### config.mk
export PLATFORM = sky130hd
export DESIGN_NAME = lmsel_rank
export DESIGN_NICKNAME = d
export VERILOG_FILES = /design/src/rtl/core/lmsel_pkg.sv /design/src/rtl/core/lmsel_rank.sv
export SDC_FILE = /design/constraint.sdc
export NUM_CORES = 1
export LEC_CHECK = 0
export BUFFER_PORTS_ARGS = -buffer_cell sky130_fd_sc_hd__clkbuf_2
export CAP_MARGIN = 40
export CORE_MARGIN = 5
export CORE_UTILIZATION = 25
export DETAILED_ROUTE_END_ITERATION = 7
export PLACE_DENSITY = 0.48
export SETUP_SLACK_MARGIN = 0.2
export SLEW_MARGIN = 20
export SYNTH_ARGS = -nofsm -noshare
export SYNTH_HDL_FRONTEND = slang
export SYNTH_SLANG_ARGS = --single-unit
export TNS_END_PERCENT = 5
### constraint.sdc
create_clock -name clk -period 9.32 [get_ports clk]
set_input_delay 2.33 -clock clk [delete_from_list [all_inputs] [get_ports clk]]
set_output_delay 2.33 -clock clk [all_outputs]
set_load 0.05 [all_outputs]
### src/rtl/core/lmsel_pkg.sv
// Shared types and constants for the lower median selector.
package lmsel_pkg;

  // Width of one stored value
  localparam int VALUE_W = 32;

  // Default store capacity
  localparam int MAX_ITEMS_DEF = 512;

  // One incoming item
  typedef struct packed {
    logic signed [VALUE_W-1:0] sample_value;
    logic                      set_end;
  } lms_in_t;

  // One result item
  typedef struct packed {
    logic signed [VALUE_W-1:0] median_value;
    logic                      dropped_flag;
  } lms_out_t;

  // Control from the sequencer to the rank counter
  typedef struct packed {
    logic clr;  // start a new candidate
    logic en;   // read data is valid, count it
  } lms_rank_ctl_t;

endpackage

### src/rtl/core/lmsel_rank.sv
// Shared compare unit: counts stored values below and not above a candidate.
module lmsel_rank
  import lmsel_pkg::*;
#(
  parameter int CW = $clog2(MAX_ITEMS_DEF + 1)
) (
  input  logic                      clk,
  input  lms_rank_ctl_t             ctl,
  input  logic signed [VALUE_W-1:0] cand,
  input  logic signed [VALUE_W-1:0] data,
  input  logic [CW-1:0]             rank,
  output logic                      hit
);

  logic [CW-1:0] below;
  logic [CW-1:0] not_above;
  logic          is_below;
  logic          is_equal;

  // Signed compare of one stored value against the candidate
  assign is_below = (data < cand);
  assign is_equal = (data == cand);

  // Running counts over one scan
  always_ff @(posedge clk) begin
    if (ctl.clr) begin
      below     <= '0;
      not_above <= '0;
    end else if (ctl.en) begin
      if (is_below) begin
        below <= below + CW'(1);
      end
      if (is_below || is_equal) begin
        not_above <= not_above + CW'(1);
      end
    end
  end

  // Candidate sits at the wanted sorted position
  assign hit = (below <= rank) && (rank < not_above);

endmodule

### Word level (Yosys, flattened, before mapping)

Index checks and enable logic that the tools add are counted.

* add/sub/neg operators: 2
* order comparisons: 3
* equal/unequal tests: 1
* reduce and logical (&&, ||, !) cells: 4

Operator list (count)
* equality test 32 bit: 1
* < comparator 32 bit: 1
* adder 10 x 1 -> 10 bit (second input constant): 2
* <= comparator 10 bit: 1
* < comparator 10 bit: 1
* AND reduction 2 bit: 2
* logical AND 1 bit: 1
* logical OR 1 bit: 1

* register bits: 20
* bits of input ports: 77
* output and inout bits: 1
* logic and storage cells: 12

### Depth between registers and ports, before layout

* depth in word-level cells: 3
* mapped depth: 11
* gate-level depth less buffers: 10

### Worst setup path after synthesis

No wires, ideal clock.

* path kind: input port to output port
* start: input rank[3]
* end: output hit
* arrival: 4.314 ns
* required time: 6.990 ns
* path slack: 2.676 ns
* cell stages on the path: 8
* buffers on the path: 0
* path through: inv_1 -> ha_1 -> a21o_1 -> a21o_1 -> a21oi_1 -> o211ai_1 -> a221o_1 -> a41oi_1

* word-level cells in the longest chain between the ends: 2
* elaborated cells on any way between the ends: 3
* classes of those cells: order compare (2); reduce/logical (1)

RTL lines
* start: declaration: RTL line lmsel_rank.sv:11 `input logic [CW-1:0] rank,`
* <= comparator 10 bit or < comparator 10 bit (tied branches): RTL line lmsel_rank.sv:40 `assign hit = (below <= rank) && (rank < not_above);`
* logical AND 1 bit (*): RTL line lmsel_rank.sv:40
* end: declaration: RTL line lmsel_rank.sv:12 `output logic hit`

Mark *: on every way between the ends. The rest lies on a longest branch, timed or not.

### Worst setup path after layout

Ends and elaborated chain as after synthesis.

==> PnR_summary.wiki <==
{| class="wikitable"
! Metric !! Value
|-
| Antenna violations before repair || 0
|-
| Worst path arrival time || approximately 4200 ps
|-
| Share of synthesized area occupied by flip-flops and latches || around 18%
|-
| Largest family of logic cells by synthesized area || adder cells
|-
| Post-synthesis share of cell area spent on full adders, half adders and majority gates || 29.5%
|-
| Number of vias in the routed layout || 2192
|-
| Starting utilization of the core area || around a quarter
|-
| Count of non-filler cells in the finished layout || 477
|-
| Total power || 242 uW
|-
| CTS sink cnt || 20
|-
| Area fraction in compound gates after synthesis || between 10% and 20%
|-
| Average via count per standard cell || between 4 and 5
|-
| Result of the run || finished clean
|-
| Power per Cell Area || approximately 86 nW/um^2
|-
| Overall die width || 105 um
|-
| Post-synthesis sequential element count || 20
|-
| Relative slew slack || between 50 and 60%
|-
| Peak Freq || 154 MHz
|-
| Class of the most critical hold timing path || register to register
|-
| 1st-iter DRT viols || 44
|-
| Count of pins on the block boundary || 78
|-
| Full die area || 11000 sq um
|-
| Pin count of the biggest net entering global routing || 25
|-
| Number of inserted diodes || 0
|-
| Hold Path Stages || 2
|-
| Largest buffer count on any clock path || 2
|-
| Layout Nets || 500
|-
| Count of buffers inserted at the top-level ports || 77
|-
| Number of enable flip-flop cells after synthesis || 0
|-
| Reported max-cap violation count || 0
|-
| Grt total ovfl || 0
|-
| CTS tree || built
|-
| Final setup viols || 0
|-
| Final-report max-slew violation count || 0
|-
| Slew @ Worst Pin || 599 ps
|-
| Share of layout cells above drive strength 1 || approximately a quarter
|-
| Syn_area_per_cell || 7.75 sq um
|-
| Cell area reported after detailed placement || 2760 sq um
|-
| Share of synthesized area spent on multiplexers || 3.40%
|-
| Number of rows in the core area || 34
|-
| Wire length per cell after detailed routing || 11.9 um
|-
| Via count of the first global-routing pass || 2130
|-
| Endpoint kind of the worst setup timing path || output port
|-
| DRC violations left || 0
|-
| Prevailing post-synth register cell || sky130_fd_sc_hd__dfxtp_1
|-
| Design Area, Final || 2820 sq um
|-
| Total Routing Usage GR || 10.2%
|-
| Length of the first detailed-routing pass in iterations || 4
|-
| Xor/xnor share of the synthesized area || 1.95%
|-
| Final wirelength || 5680 um
|-
| Final worst clock skew || 5.96 ps
|-
| Crit start category || input port
|-
| Clock root buffer || sky130_fd_sc_hd__clkbuf_8
|-
| Post-synthesis instance total || 290
|-
| Post-CTS setup buffers || 0
|-
| Post-route worst hold slack || slightly below 500 ps
|-
| Portion of the clock cycle consumed by the worst path in the final layout || 69.7%
|-
| Setup repair after global routing missed its margin || no
|-
| Global-route wire length before repair || 9540 um
|-
| Post-route minimum period || between 6000 and 7000 ps
|-
| Top fanout value on the critical path || 2
|-
| # resized after CTS || 0
|-
| Synthesis Warnings || 0
|-
| Category of the critical setup timing path || input port to output port
|-
| Half-perimeter wire length after detailed placement || 4960 um
|-
| Ys async rst share || 0%
|-
| Core region area || 8720 sq um
|-
| Y dimension of the die || ~100 um
|-
| Syn_nets || 420
|-
| Final hold violations || 0
|-
| Number of routed nets with antenna violations || 0
|-
| Required time of the critical path || 6990 ps
|-
| Reg2reg path depth || 5
|-
| Final-layout setup total negative slack || 0 ps
|-
| Maximum ir drop on the vdd rail || 0.0673 mV
|-
| Final GP Congestion || about 0.76
|-
| Post-synthesis cell type count || 39
|-
| H-tree Lvls || 1
|-
| # placed instances || 472
|-
| Clock insertion delay at the later pin of the skew report || 260 ps
|-
| Basic-gate share of the synthesized area counting and, or, nand and nor cells || about a fifth
|-
| CTS clock-pin slew for the worst setup and hold paths || 80 ps
|-
| Leak || 0.00144 uW
|-
| Area of the mapped netlist || around 2200 sq um
|-
| Hold buffer count at cts || 0
|-
| Area growth from synthesis to layout || 25.4%
|-
| Total CTS buffers || 3
|}
==> registers in the layout (all words and copies together), names as in the netlist <==
register   count
not_above     10
below         10
==> power breakdown <==
group	internal [uW]	switching, uW
logic	38.7	43.0
clock network	37.7	31.5
registers	88.3	2.97
total	165	77.5
==> synth_stat cells (2+ instances only) <==
library cell / instances / share of area [%]
sky130_fd_sc_hd__a21oi_1: 30 / 6.7
sky130_fd_sc_hd__o31ai_1: 4 / 1.3
sky130_fd_sc_hd__or4_1: 6 / 2.0
sky130_fd_sc_hd__nor2b_1: 6 / 1.7
sky130_fd_sc_hd__nand2_1: 17 / 2.8
sky130_fd_sc_hd__inv_1: 56 / 9.4
sky130_fd_sc_hd__clkbuf_1: 2 / 0.33
sky130_fd_sc_hd__o2111ai_1: 2 / 0.78
sky130_fd_sc_hd__nor2_1: 13 / 2.2
sky130_fd_sc_hd__nand2b_1: 4 / 1.1
sky130_fd_sc_hd__o21ai_0: 15 / 3.3
sky130_fd_sc_hd__nor3_1: 5 / 1.1
sky130_fd_sc_hd__ha_1: 53 / 30
sky130_fd_sc_hd__nand3_1: 8 / 1.8
sky130_fd_sc_hd__mux2_2: 3 / 1.5
sky130_fd_sc_hd__dfxtp_1: 20 / 18
sky130_fd_sc_hd__a211o_1: 2 / 0.78
sky130_fd_sc_hd__a21o_1: 4 / 1.3
sky130_fd_sc_hd__xnor2_1: 4 / 1.6
sky130_fd_sc_hd__nand4_1: 11 / 3.1
sky130_fd_sc_hd__nor4_1: 3 / 0.84
sky130_fd_sc_hd__or3_1: 4 / 1.1
sky130_fd_sc_hd__mux2i_1: 2 / 0.89
==> cells by family (layout without fill, tap and decap cells) <==
kind of cell,after synthesis,count (layout)
AOI/OAI and AO/OA,66,66
xor gates and xnor gates,5,5
adders and majority gates,53,53
buffers and inverters,59,138
DFF,20,20
muxes,6,6
and+or+nand+nor,81,81
==> metrics by stage <==
step / utilization [%] / worst slack [ps]
final: 32.3 / 2820
after floorplan: - / 2680
after global routing: 32.3 / 2670
after CTS: 32.2 / 2790
after global placement: 31.6 / 2810
after detailed placement: 31.6 / 2800
==> path summary, 6_finish.rpt <==
kind	start	end	slack [ps]
max	rank[3]	hit	2820
min	not_above[4]$_SDFFE_PP0P_	not_above[4]$_SDFFE_PP0P_	480
min reg2reg	not_above[4]$_SDFFE_PP0P_	not_above[4]$_SDFFE_PP0P_	480
max reg2reg	not_above[0]$_SDFFE_PP0P_	not_above[6]$_SDFFE_PP0P_	7630
==> routing by layer <==
metal	GRT usage (%)	vias up	part of all wire [%]
li1	-	1179	-
met1	13.4	963	49
met2	17.1	46	45
met3	2.47	4	4.9
met4	1.74	0	0.88
met5	0	-	0
==> layout by cell type, fill, tap and decap left out, drive strengths merged, types with 2 or more instances in the layout <==
master and instances:
clkbuf 81, inv 56, ha 53, a21oi 30, dfxtp 20, nand2 17
o21ai 17, nor2 14, nand4 11, nand3 8, nor2b 6, or4 6
nor3 5, o31ai 5, nand2b 4, a21o 4, or3 4, xnor2 4
nor4 4, mux2 3, mux2i 3, a211o 2, o2111ai 2
==> final cells by class <==
type,instances,area [sq um]
clock buffer,4,55.1
fill,918,5900
inverter,56,210
multi-input combinational,211,1620
sequential,20,400
tap,108,135
timing repair buffer,78,393
==> worst max-delay path, stage by stage <==
cell and delay (ps):
sky130_fd_sc_hd__clkbuf_2 90, sky130_fd_sc_hd__inv_1 40, sky130_fd_sc_hd__ha_1 300, sky130_fd_sc_hd__a21o_1 180, sky130_fd_sc_hd__a21o_1 160, sky130_fd_sc_hd__a21oi_1 180, sky130_fd_sc_hd__o211ai_1 110, sky130_fd_sc_hd__a221o_1 300
sky130_fd_sc_hd__a41oi_1 170, sky130_fd_sc_hd__clkbuf_2 310
Power figures use the tool's default switching activity.
